File: src/rtl/pts_pkg.sv
// ----------------------------------------------------------------------------
// Process table scheduler package
// Shared types, codes and default sizes for the process table scheduler.
// ----------------------------------------------------------------------------
package pts_pkg;

  localparam int TasksDef      = 3;
  localparam int QueueDepthDef = 8;

  localparam logic [11:0] PRIO_RESET = 12'd585;

  localparam logic [7:0] MSG_START   = 8'd1;
  localparam logic [7:0] MSG_NEW_PC  = 8'd2;
  localparam logic [7:0] MSG_NEW_ACC = 8'd3;

  localparam int MsgW = 40;

  typedef enum logic [2:0] {
    CMD_RR   = 3'd0,
    CMD_PRIO = 3'd1,
    CMD_SEND = 3'd2,
    CMD_RECV = 3'd3,
    CMD_TERM = 3'd4
  } cmd_e;

  typedef enum logic [2:0] {
    STAT_OK       = 3'd0,
    STAT_SWITCHED = 3'd1,
    STAT_NO_READY = 3'd2,
    STAT_FULL     = 3'd3,
    STAT_EMPTY    = 3'd4,
    STAT_BAD_MSG  = 3'd5
  } status_e;

  typedef enum logic [1:0] {
    TS_READY   = 2'd0,
    TS_RUNNING = 2'd1,
    TS_TERM    = 2'd3
  } task_state_e;

  typedef enum logic [2:0] {
    ST_IDLE,
    ST_DECODE,
    ST_SCAN,
    ST_SWITCH,
    ST_POP,
    ST_EMIT
  } fsm_e;

  typedef struct packed {
    logic [2:0]         cmd;
    logic [1:0]         target_task;
    logic [7:0]         message_code;
    logic signed [31:0] message_data;
    logic [15:0]        running_pc;
    logic signed [31:0] running_acc;
  } in_t;

  typedef struct packed {
    logic [2:0]         status;
    logic [1:0]         current_task;
    logic [15:0]        restored_pc;
    logic signed [31:0] restored_acc;
    logic [7:0]         received_code;
    logic               all_terminated;
  } out_t;

  typedef struct packed {
    logic       start;
    logic       prio_mode;
    logic [1:0] cur;
  } pick_ctrl_t;

  typedef struct packed {
    logic       last;
    logic       found;
    logic [1:0] best;
  } pick_stat_t;

endpackage

File: src/rtl/process_table_scheduler.sv
// ----------------------------------------------------------------------------
// Process table scheduler
// Task table with per-task message queues, round-robin and priority switching.
// ----------------------------------------------------------------------------
// Channel   Direction  Handshake                 Payload
// in        input      in_valid_i / in_ready_o   in_data_i   (pts_pkg::in_t)
// out       output     out_valid_o / out_ready_i out_data_o  (pts_pkg::out_t)
// cfg       input      cfg_we_i                  cfg_wdata_i (task priorities)
//
// A schedule command passes through the decode, scan, switch and emit states to the result beat;
// in the scan state the picker examines one task per cycle.
// A receive that pops a message also passes through the pop state for the registered queue memory read.
// Send, terminate, a receive from an empty queue and other commands go from decode straight to emit.
// Reset clears the table at once; no item is accepted while a command is in work.
// A stalled result beat holds the block until it is taken.
// ----------------------------------------------------------------------------
module process_table_scheduler #(
  parameter int TASKS       = pts_pkg::TasksDef,
  parameter int QUEUE_DEPTH = pts_pkg::QueueDepthDef
) (
  input  logic           clk_i,
  input  logic           rst_ni,
  input  logic           in_valid_i,
  output logic           in_ready_o,
  input  pts_pkg::in_t   in_data_i,
  output logic           out_valid_o,
  input  logic           out_ready_i,
  output pts_pkg::out_t  out_data_o,
  input  logic           cfg_we_i,
  input  logic [11:0]    cfg_wdata_i
);

  localparam int TW  = (TASKS > 1) ? $clog2(TASKS) : 1;
  localparam int SW  = (QUEUE_DEPTH > 1) ? $clog2(QUEUE_DEPTH) : 1;
  localparam int SW1 = SW + 1;
  localparam int FW  = $clog2(QUEUE_DEPTH + 1);
  localparam int AW  = TW + SW;

  pts_pkg::fsm_e                      state_q, state_d;
  pts_pkg::in_t                       in_q;
  pts_pkg::out_t                      res_q;
  pts_pkg::out_t                      out_q;
  logic                               out_valid_q;
  logic [11:0]                        prio_q;
  logic [TW-1:0]                      cur_q;
  pts_pkg::task_state_e [TASKS-1:0]   task_q;
  logic [15:0]                        pc_q   [TASKS];
  logic signed [31:0]                 acc_q  [TASKS];
  logic [FW-1:0]                      fill_q [TASKS];
  logic [SW-1:0]                      head_q [TASKS];

  pts_pkg::pick_ctrl_t pick_ctrl;
  pts_pkg::pick_stat_t pick_stat;

  logic                 ram_we;
  logic                 ram_re;
  logic [AW-1:0]        ram_waddr;
  logic [AW-1:0]        ram_raddr;
  logic [pts_pkg::MsgW-1:0] ram_rdata;
  logic                 emit;

  logic [TW-1:0]        tgt;
  logic                 tgt_ok;
  logic [SW1-1:0]       wsum;
  logic [SW-1:0]        wr_slot;
  logic [SW1-1:0]       hsum;
  logic [SW-1:0]        head_next;
  logic [TW-1:0]        best;
  logic [7:0]           pop_code;
  logic                 all_term;
  logic                 fill_ok;
  pts_pkg::out_t        dec_res;

  always_comb begin
    tgt     = in_q.target_task[TW-1:0];
    tgt_ok  = 32'(in_q.target_task) < TASKS;
    wsum    = SW1'(head_q[tgt]) + SW1'(fill_q[tgt]);
    if (wsum >= SW1'(QUEUE_DEPTH)) begin
      wsum = wsum - SW1'(QUEUE_DEPTH);
    end
    wr_slot = wsum[SW-1:0];
    hsum    = SW1'(head_q[tgt]) + 1'b1;
    head_next = (hsum == SW1'(QUEUE_DEPTH)) ? '0 : hsum[SW-1:0];
    best    = pick_stat.best[TW-1:0];
    pop_code = ram_rdata[pts_pkg::MsgW-1 -: 8];
    all_term = 1'b1;
    fill_ok  = 1'b1;
    for (int t = 0; t < TASKS; t++) begin
      if (task_q[t] != pts_pkg::TS_TERM) begin
        all_term = 1'b0;
      end
      if (fill_q[t] > FW'(QUEUE_DEPTH)) begin
        fill_ok = 1'b0;
      end
    end
    dec_res = '0;
    case (in_q.cmd)
      pts_pkg::CMD_SEND: begin
        if (tgt_ok && (fill_q[tgt] >= FW'(QUEUE_DEPTH))) begin
          dec_res.status = pts_pkg::STAT_FULL;
        end
      end
      pts_pkg::CMD_RECV: begin
        if (tgt_ok && (fill_q[tgt] == '0)) begin
          dec_res.status = pts_pkg::STAT_EMPTY;
        end
      end
      default: begin
        dec_res.status = pts_pkg::STAT_OK;
      end
    endcase
  end

  always_comb begin
    state_d             = state_q;
    in_ready_o          = (state_q == pts_pkg::ST_IDLE);
    ram_we              = 1'b0;
    ram_re              = 1'b0;
    ram_waddr           = {tgt, wr_slot};
    ram_raddr           = {tgt, head_q[tgt]};
    pick_ctrl.start     = 1'b0;
    pick_ctrl.prio_mode = (in_q.cmd == pts_pkg::CMD_PRIO);
    pick_ctrl.cur       = 2'(cur_q);
    emit                = 1'b0;
    case (state_q)
      pts_pkg::ST_IDLE: begin
        if (in_valid_i) begin
          state_d = pts_pkg::ST_DECODE;
        end
      end
      pts_pkg::ST_DECODE: begin
        state_d = pts_pkg::ST_EMIT;
        case (in_q.cmd)
          pts_pkg::CMD_RR, pts_pkg::CMD_PRIO: begin
            pick_ctrl.start = 1'b1;
            state_d         = pts_pkg::ST_SCAN;
          end
          pts_pkg::CMD_SEND: begin
            ram_we = tgt_ok && (fill_q[tgt] < FW'(QUEUE_DEPTH));
          end
          pts_pkg::CMD_RECV: begin
            if (tgt_ok && (fill_q[tgt] != '0)) begin
              ram_re  = 1'b1;
              state_d = pts_pkg::ST_POP;
            end
          end
          default: begin
            state_d = pts_pkg::ST_EMIT;
          end
        endcase
      end
      pts_pkg::ST_SCAN: begin
        if (pick_stat.last) begin
          state_d = pts_pkg::ST_SWITCH;
        end
      end
      pts_pkg::ST_SWITCH, pts_pkg::ST_POP: begin
        state_d = pts_pkg::ST_EMIT;
      end
      pts_pkg::ST_EMIT: begin
        if (!out_valid_q || out_ready_i) begin
          emit    = 1'b1;
          state_d = pts_pkg::ST_IDLE;
        end
      end
      default: begin
        state_d = pts_pkg::ST_IDLE;
      end
    endcase
  end

  always_ff @(posedge clk_i or negedge rst_ni) begin
    if (!rst_ni) begin
      state_q <= pts_pkg::ST_IDLE;
    end else begin
      state_q <= state_d;
    end
  end

  always_ff @(posedge clk_i or negedge rst_ni) begin
    if (!rst_ni) begin
      prio_q <= pts_pkg::PRIO_RESET;
    end else if (cfg_we_i) begin
      prio_q <= cfg_wdata_i;
    end
  end

  always_ff @(posedge clk_i) begin
    if (in_valid_i && in_ready_o) begin
      in_q <= in_data_i;
    end
  end

  always_ff @(posedge clk_i or negedge rst_ni) begin
    if (!rst_ni) begin
      cur_q <= '0;
      res_q <= '0;
      for (int t = 0; t < TASKS; t++) begin
        task_q[t] <= pts_pkg::TS_READY;
        pc_q[t]   <= '0;
        acc_q[t]  <= '0;
        fill_q[t] <= '0;
        head_q[t] <= '0;
      end
    end else begin
      case (state_q)
        pts_pkg::ST_DECODE: begin
          res_q <= dec_res;
          case (in_q.cmd)
            pts_pkg::CMD_SEND: begin
              if (tgt_ok && (fill_q[tgt] < FW'(QUEUE_DEPTH))) begin
                fill_q[tgt] <= fill_q[tgt] + 1'b1;
              end
            end
            pts_pkg::CMD_TERM: begin
              if (tgt_ok) begin
                task_q[tgt] <= pts_pkg::TS_TERM;
              end
            end
            default: begin
            end
          endcase
        end
        pts_pkg::ST_SWITCH: begin
          if (pick_stat.found) begin
            pc_q[cur_q]  <= in_q.running_pc;
            acc_q[cur_q] <= in_q.running_acc;
            if ((best != cur_q) && (task_q[cur_q] != pts_pkg::TS_TERM)) begin
              task_q[cur_q] <= pts_pkg::TS_READY;
            end
            task_q[best] <= pts_pkg::TS_RUNNING;
            cur_q        <= best;
            res_q.status <= pts_pkg::STAT_SWITCHED;
            res_q.restored_pc  <= (best == cur_q) ? in_q.running_pc : pc_q[best];
            res_q.restored_acc <= (best == cur_q) ? in_q.running_acc : acc_q[best];
          end else begin
            res_q.status <= pts_pkg::STAT_NO_READY;
          end
        end
        pts_pkg::ST_POP: begin
          head_q[tgt] <= head_next;
          fill_q[tgt] <= fill_q[tgt] - 1'b1;
          res_q.received_code <= pop_code;
          case (pop_code)
            pts_pkg::MSG_START:   task_q[tgt] <= pts_pkg::TS_RUNNING;
            pts_pkg::MSG_NEW_PC:  pc_q[tgt]   <= ram_rdata[15:0];
            pts_pkg::MSG_NEW_ACC: acc_q[tgt]  <= ram_rdata[31:0];
            default:              res_q.status <= pts_pkg::STAT_BAD_MSG;
          endcase
        end
        default: begin
          res_q <= res_q;
        end
      endcase
    end
  end

  always_ff @(posedge clk_i or negedge rst_ni) begin
    if (!rst_ni) begin
      out_valid_q <= 1'b0;
    end else if (emit) begin
      out_valid_q <= 1'b1;
    end else if (out_ready_i) begin
      out_valid_q <= 1'b0;
    end
  end

  always_ff @(posedge clk_i) begin
    if (emit) begin
      out_q <= '{status:         res_q.status,
                 current_task:   2'(cur_q),
                 restored_pc:    res_q.restored_pc,
                 restored_acc:   res_q.restored_acc,
                 received_code:  res_q.received_code,
                 all_terminated: all_term};
    end
  end

  assign out_valid_o = out_valid_q;
  assign out_data_o  = out_q;

  pts_pick #(
    .TASKS(TASKS)
  ) u_pick (
    .clk_i        (clk_i),
    .rst_ni       (rst_ni),
    .prio_i       (prio_q),
    .task_state_i (task_q),
    .ctrl_i       (pick_ctrl),
    .stat_o       (pick_stat)
  );

  pts_ram #(
    .WIDTH(pts_pkg::MsgW),
    .DEPTH(2 ** AW)
  ) u_queue_ram (
    .clk_i   (clk_i),
    .we_i    (ram_we),
    .waddr_i (ram_waddr),
    .wdata_i ({in_q.message_code, in_q.message_data}),
    .re_i    (ram_re),
    .raddr_i (ram_raddr),
    .rdata_o (ram_rdata)
  );

  a_accept_decode : assert property (@(posedge clk_i) disable iff (!rst_ni)
    in_valid_i && in_ready_o |=> state_q == pts_pkg::ST_DECODE)
    else $error("Accepted beat did not start decoding.");

  a_fill_bound : assert property (@(posedge clk_i) disable iff (!rst_ni)
    fill_ok)
    else $error("Queue fill count exceeds the queue depth.");

  a_emit_origin : assert property (@(posedge clk_i) disable iff (!rst_ni)
    $rose(out_valid_o) |-> $past(state_q) == pts_pkg::ST_EMIT)
    else $error("Result beat raised outside the emit state.");

  a_switch_running : assert property (@(posedge clk_i) disable iff (!rst_ni)
    state_q == pts_pkg::ST_SWITCH && pick_stat.found |=> task_q[cur_q] == pts_pkg::TS_RUNNING)
    else $error("Switched-to task is not running.");

  a_current_range : assert property (@(posedge clk_i) disable iff (!rst_ni)
    32'(cur_q) < TASKS)
    else $error("Current task index out of range.");

endmodule

File: src/rtl/pts_ram.sv
// ----------------------------------------------------------------------------
// Generic RAM
// Single write port and single read port with a registered read.
// ----------------------------------------------------------------------------
module pts_ram #(
  parameter int WIDTH = 8,
  parameter int DEPTH = 16
) (
  input  logic                     clk_i,
  input  logic                     we_i,
  input  logic [$clog2(DEPTH)-1:0] waddr_i,
  input  logic [WIDTH-1:0]         wdata_i,
  input  logic                     re_i,
  input  logic [$clog2(DEPTH)-1:0] raddr_i,
  output logic [WIDTH-1:0]         rdata_o
);

  logic [WIDTH-1:0] mem_q [DEPTH];

  always_ff @(posedge clk_i) begin
    if (we_i) begin
      mem_q[waddr_i] <= wdata_i;
    end
    if (re_i) begin
      rdata_o <= mem_q[raddr_i];
    end
  end

endmodule

File: src/rtl/pts_pick.sv
// ----------------------------------------------------------------------------
// Task picker
// Examines one task per cycle to find the next round-robin or best priority task.
// ----------------------------------------------------------------------------
module pts_pick #(
  parameter int TASKS = pts_pkg::TasksDef
) (
  input  logic                                   clk_i,
  input  logic                                   rst_ni,
  input  logic [11:0]                            prio_i,
  input  pts_pkg::task_state_e [TASKS-1:0]       task_state_i,
  input  pts_pkg::pick_ctrl_t                    ctrl_i,
  output pts_pkg::pick_stat_t                    stat_o
);

  localparam int TW = (TASKS > 1) ? $clog2(TASKS) : 1;
  localparam logic [TW-1:0] LAST = TW'(TASKS - 1);

  logic          busy_q;
  logic          mode_q;
  logic [TW-1:0] cnt_q;
  logic [TW-1:0] pos_q;
  logic          found_q;
  logic [TW-1:0] best_q;
  logic [2:0]    bestp_q;

  logic [2:0]    prios [TASKS];
  logic [2:0]    pos_prio;
  logic          hit;
  logic [TW-1:0] cur;
  logic [TW-1:0] pos_next;

  always_comb begin
    for (int t = 0; t < TASKS; t++) begin
      prios[t] = prio_i[3*t +: 3];
    end
    pos_prio = prios[pos_q];
    if (mode_q) begin
      hit = (task_state_i[pos_q] == pts_pkg::TS_READY) && (!found_q || pos_prio > bestp_q);
    end else begin
      hit = !found_q && (task_state_i[pos_q] != pts_pkg::TS_TERM);
    end
    cur      = ctrl_i.cur[TW-1:0];
    pos_next = (pos_q == LAST) ? '0 : pos_q + 1'b1;
  end

  always_ff @(posedge clk_i or negedge rst_ni) begin
    if (!rst_ni) begin
      busy_q  <= 1'b0;
      mode_q  <= 1'b0;
      cnt_q   <= '0;
      pos_q   <= '0;
      found_q <= 1'b0;
      best_q  <= '0;
      bestp_q <= '0;
    end else if (ctrl_i.start) begin
      busy_q  <= 1'b1;
      mode_q  <= ctrl_i.prio_mode;
      cnt_q   <= '0;
      found_q <= 1'b0;
      if (ctrl_i.prio_mode) begin
        pos_q <= '0;
      end else begin
        pos_q <= (cur == LAST) ? '0 : cur + 1'b1;
      end
    end else if (busy_q) begin
      if (hit) begin
        found_q <= 1'b1;
        best_q  <= pos_q;
        bestp_q <= pos_prio;
      end
      pos_q <= pos_next;
      cnt_q <= cnt_q + 1'b1;
      if (cnt_q == LAST) begin
        busy_q <= 1'b0;
      end
    end
  end

  assign stat_o.last  = busy_q && (cnt_q == LAST);
  assign stat_o.found = found_q;
  assign stat_o.best  = 2'(best_q);

endmodule
File: config.mk
export PLATFORM = sky130hd
export DESIGN_NAME = process_table_scheduler
export DESIGN_NICKNAME = d
export VERILOG_FILES = /design/src/rtl/pts_pkg.sv /design/src/rtl/process_table_scheduler.sv /design/src/rtl/pts_ram.sv /design/src/rtl/pts_pick.sv
export SDC_FILE = /design/constraint.sdc
export NUM_CORES = 2
export LEC_CHECK = 0
export BUFFER_PORTS_ARGS = -buffer_cell sky130_fd_sc_hd__buf_2
export CAP_MARGIN = 15
export CORE_MARGIN = 4
export CORE_UTILIZATION = 61
export CTS_CLUSTER_DIAMETER = 30
export DETAILED_ROUTE_END_ITERATION = 6
export PLACE_DENSITY = 0.78
export SYNTH_ARGS = -nofsm -noshare
export SYNTH_HDL_FRONTEND = slang
export SYNTH_SLANG_ARGS = --single-unit
File: constraint.sdc
create_clock -name clk_i -period 6.7 [get_ports clk_i]
set_input_delay 0.67 -clock clk_i [delete_from_list [all_inputs] [get_ports clk_i]]
set_output_delay 0.67 -clock clk_i [all_outputs]
set_load 0.02 [all_outputs]
==> run_summary.xml <==
<?xml version="1.0" encoding="UTF-8"?>
<metrics>
  <group name="floorplanning">
    <metric name="initial_utilization" unit="">0.616</metric>
    <metric name="die_x" unit="um">318</metric>
    <metric name="top_level_ports" unit="">174</metric>
    <metric name="die_height" unit="um">318</metric>
    <metric name="core_region_area" unit="sq um">95300</metric>
    <metric name="die_area" unit="sq um">101000</metric>
    <metric name="core.rowCount" unit="">113</metric>
  </group>
  <group name="setup_path">
    <metric name="crit_path_start_kind" unit="">register</metric>
    <metric name="critical_path_peak_fanout" unit="">21</metric>
    <metric name="setup.reg_to_reg.worst_slack" unit="ps">1710</metric>
    <metric name="worst_setup_path_startpoint" unit="">tgt[0]</metric>
    <metric name="worst-endpoint-arrival" unit="ps">5470</metric>
    <metric name="worst_setup_path_endpoint" unit="">u_queue_ram.mem_q[20][22]</metric>
    <metric name="rr_startpoint" unit="">tgt[0]</metric>
    <metric name="worstReg2RegEnd" unit="">u_queue_ram.mem_q[20][22]</metric>
    <metric name="timing.setup.critical_path_class" unit="">register to register</metric>
    <metric name="worst_ep_required_time" unit="ps">7180</metric>
    <metric name="number_of_cell_instances_on_the_worst_register_to_register_path" unit="">8</metric>
    <metric name="crit_path_end_kind" unit="">register</metric>
  </group>
  <group name="cts">
    <metric name="worstSkewPairLatency" unit="ps">850</metric>
    <metric name="tritoncts_sink_count" unit="">1492</metric>
    <metric name="numCtsBuffers" unit="">276</metric>
    <metric name="cts.path.max_buffers" unit="">4</metric>
    <metric name="tritoncts" unit="">done</metric>
    <metric name="cts_hold_buffers" unit="">65</metric>
    <metric name="cts_setup_buffers" unit="">0</metric>
    <metric name="cts_repair_resizes" unit="">0</metric>
    <metric name="ctsHtreeMaxLevel" unit="">5</metric>
    <metric name="clkTransAtPathRegs" unit="ps">50</metric>
    <metric name="clockRootBuffer" unit="">sky130_fd_sc_hd__clkbuf_16</metric>
  </group>
  <group name="power">
    <metric name="finalPower" unit="mW">31.4</metric>
    <metric name="power.density" unit="nW/um^2">442</metric>
    <metric name="power.ir.vdd_worst" unit="V">0.000353</metric>
    <metric name="power_leakage" unit="nW">24.8</metric>
  </group>
  <group name="route">
    <metric name="route.detailed.wl_per_inst" unit="um">28.0</metric>
    <metric name="avgViaCountPerCell" unit="">6.66</metric>
    <metric name="firstDrtPassIters" unit="">6</metric>
    <metric name="dr_total_vias" unit="">37600</metric>
    <metric name="drc_errors" unit="">0</metric>
    <metric name="drt.antenna.violating_nets" unit="">0</metric>
    <metric name="routed_wirelength" unit="mm">158</metric>
    <metric name="first_iter_violations" unit="">4969</metric>
  </group>
  <group name="global_route">
    <metric name="first_global_vias" unit="">39000</metric>
    <metric name="grt_usage" unit="">0.309</metric>
    <metric name="grt_antenna_before_repair" unit="">0</metric>
    <metric name="grt_first_pass_wirelength" unit="mm">237</metric>
    <metric name="grt_max_degree" unit="">183</metric>
    <metric name="total_congestion_overflow_after_global_routing" unit="">0</metric>
  </group>
  <group name="synth">
    <metric name="synth.largest_area_cell" unit="">sky130_fd_sc_hd__edfxtp_1</metric>
    <metric name="number_of_enable_flip_flop_cells_after_synthesis" unit="">1235</metric>
    <metric name="yosysWarnings" unit="">0</metric>
    <metric name="postSynth.asyncResetShare" unit="">0.172</metric>
    <metric name="synthCells" unit="">3794</metric>
    <metric name="synth_area_per_cell" unit="sq um">15.5</metric>
    <metric name="leading_cell_type_by_number_of_instances_after_synthesis" unit="">sky130_fd_sc_hd__edfxtp_1</metric>
    <metric name="ys_seq_elements" unit="">1492</metric>
    <metric name="synth-seq-area-share" unit="">0.741</metric>
    <metric name="netlist_area_pre_place" unit="sq um">58700</metric>
    <metric name="ys_dominant_reg_cell" unit="">sky130_fd_sc_hd__edfxtp_1</metric>
    <metric name="synth_top_cells_by_count" unit="">sky130_fd_sc_hd__edfxtp_1 (1,235), sky130_fd_sc_hd__nand2_1 (512), sky130_fd_sc_hd__dfrtp_1 (254), sky130_fd_sc_hd__nand3_1 (248), sky130_fd_sc_hd__mux2i_1 (187)</metric>
    <metric name="synth_top_area_frac" unit="">0.631</metric>
    <metric name="synth_area_leaders" unit="">sky130_fd_sc_hd__edfxtp_1 (63%), sky130_fd_sc_hd__dfrtp_1 (11%), sky130_fd_sc_hd__nand2_1 (3.3%)</metric>
    <metric name="synth_cell_types" unit="">67</metric>
  </group>
  <group name="layout">
    <metric name="final_layout_size_suffix_gt1_frac" unit="">0.194</metric>
    <metric name="nNetsFinal" unit="">4313</metric>
    <metric name="nFillCells" unit="">5196</metric>
    <metric name="syn_to_final_growth" unit="%">21.1</metric>
    <metric name="layout.cells.non_filler" unit="">5656</metric>
  </group>
  <group name="sta">
    <metric name="grt_setup_unrepaired" unit="">no</metric>
    <metric name="final.period_utilization" unit="">0.744</metric>
    <metric name="finClkSkew" unit="ps">53.3</metric>
    <metric name="finalWorstPathRequiredPeriod" unit="ps">4990</metric>
    <metric name="fmax" unit="GHz">0.201</metric>
    <metric name="setup-violations-final" unit="">0</metric>
    <metric name="finalHoldViolCount" unit="">0</metric>
    <metric name="worst-slew-pin-transition" unit="ps">1220</metric>
    <metric name="fin_worst_hold_slack" unit="ps">34.2</metric>
    <metric name="slew_headroom" unit="">0.186</metric>
    <metric name="finalMaxSlewViolations" unit="">0</metric>
    <metric name="setup-tns-final" unit="ps">0</metric>
  </group>
  <group name="run_status">
    <metric name="run_status" unit="">completed</metric>
  </group>
  <group name="worst_hold_path">
    <metric name="holdPathStages" unit="">1</metric>
    <metric name="worst_hold_path_type" unit="">primary input to register</metric>
  </group>
  <group name="place">
    <metric name="dpl.cell_count" unit="">5115</metric>
    <metric name="io_buffers" unit="">170</metric>
    <metric name="gp_routability_congestion" unit="">0.811</metric>
    <metric name="dp.final_hpwl" unit="mm">76.5</metric>
  </group>
  <group name="flow_run">
    <metric name="drv.max_cap_violation_count" unit="">0</metric>
  </group>
</metrics>
[layout make-up]
| cell class | count | area, sq um | area share |
|---|---|---|---|
| tap | 1265 | 1580 | 0.0223 |
| clock buffer | 319 | 7290 | 0.102 |
| multi-input combinational | 2101 | 14600 | 0.206 |
| timing repair buffer | 312 | 2240 | 0.0315 |
| clock inverter | 155 | 1790 | 0.0252 |
| antenna | 1 | 2.50 | 0.0000352 |
| sequential | 1492 | 43500 | 0.612 |
| inverter | 11 | 46.3 | 0.000651 |
[worst max-delay path, cell delays in order (launching register included)]
cell and delay [ps]:
sky130_fd_sc_hd__edfxtp_1 750, sky130_fd_sc_hd__nor2b_1 810, sky130_fd_sc_hd__a21oi_2 190, sky130_fd_sc_hd__inv_1 220, sky130_fd_sc_hd__ha_1 210, sky130_fd_sc_hd__fa_1 460, sky130_fd_sc_hd__or3_1 660, sky130_fd_sc_hd__nor2_4 790
sky130_fd_sc_hd__buf_4 500
[where the power goes]
part | leakage [nW] | switching [mW] | internal [mW] | total [mW]
Combinational | 5.78 | 3.69 | 2.03 | 5.71
Sequential | 14.6 | 0.807 | 11.3 | 12.1
Clock | 4.37 | 4.62 | 8.99 | 13.6
[sequential cells by signal (all words and copies together) (netlist names), 40 cells and up, named ones only]
signal and cells:
acc_q 96, u_queue_ram.rdata_o 40, u_queue_ram.mem_q 1040, out_data_o 62, res_q 59, in_q 91, pc_q 48
[kinds of logic after synthesis]
family          synth area share
xor+xnor                 0.00177
compound gates            0.0982
mux                       0.0682
other cells            0.0000639
fa+ha+maj                0.00222
buf+inv                   0.0212
flops                      0.741
simple gates              0.0673
[how the worst min path moves through the flow]
stage	start	endpoint	slack, ps
CTS	in_data_i[22]	in_q[22]	0.09
global route	in_data_i[7]	in_q[7]	10
floorplan	rst_ni	async pin	370
detailed placement	res_q[17]	out_data_o[17]	430
global placement	res_q[18]	out_data_o[18]	430
finish	in_data_i[7]	in_q[7]	30
[cell usage in the layout (no fill, tap or decap), drive strengths merged, types with 3 or more instances in the layout]
cell type    Yosys  final
edfxtp        1235   1235
nand2          512    512
clkbuf         168    319
dfrtp          254    254
nand3          248    248
buf            101    247
mux2i          187    187
a22oi          183    183
o2bb2ai        146    146
o21ai          136    136
a31oi           82     82
a211oi          80     80
conb             1     80
mux4            79     79
dlygate4sd3      0     65
clkinv           0     63
nor2            53     53
o211ai          52     52
nor2b           47     47
inv             11     43
o22ai           40     40
a311oi          39     39
bufinv           0     31
mux2            31     31
clkinvlp         0     29
a21oi           13     13
nor3            12     12
a22o            10     10
nand2b           9      9
ha               8      8
xnor2            8      8
nand3b           6      6
o21a             5      5
xor2             3      3
o22a             3      3
dfstp            3      3
[routing by layer]
layer | routed length, um | share of wire | vias up | track usage
met3 | 18400 | 0.12 | 513 | 0.0805
met5 | 0 | 0 | - | 0
li1 | - | - | 15700 | -
met4 | 7460 | 0.047 | 0 | 0.158
met1 | 56400 | 0.36 | 18800 | 0.400
met2 | 76200 | 0.48 | 2721 | 0.490
[through the flow]
stage	area, sq um	util	setup slack (ps)
after global routing	71100	0.746	1570
final	71100	0.746	1710
after floorplan	59000	-	1070
after CTS	71100	0.746	1780
after global placement	61400	0.644	1900
after detailed placement	61400	0.644	1840
Power figures use the tool's default switching activity.
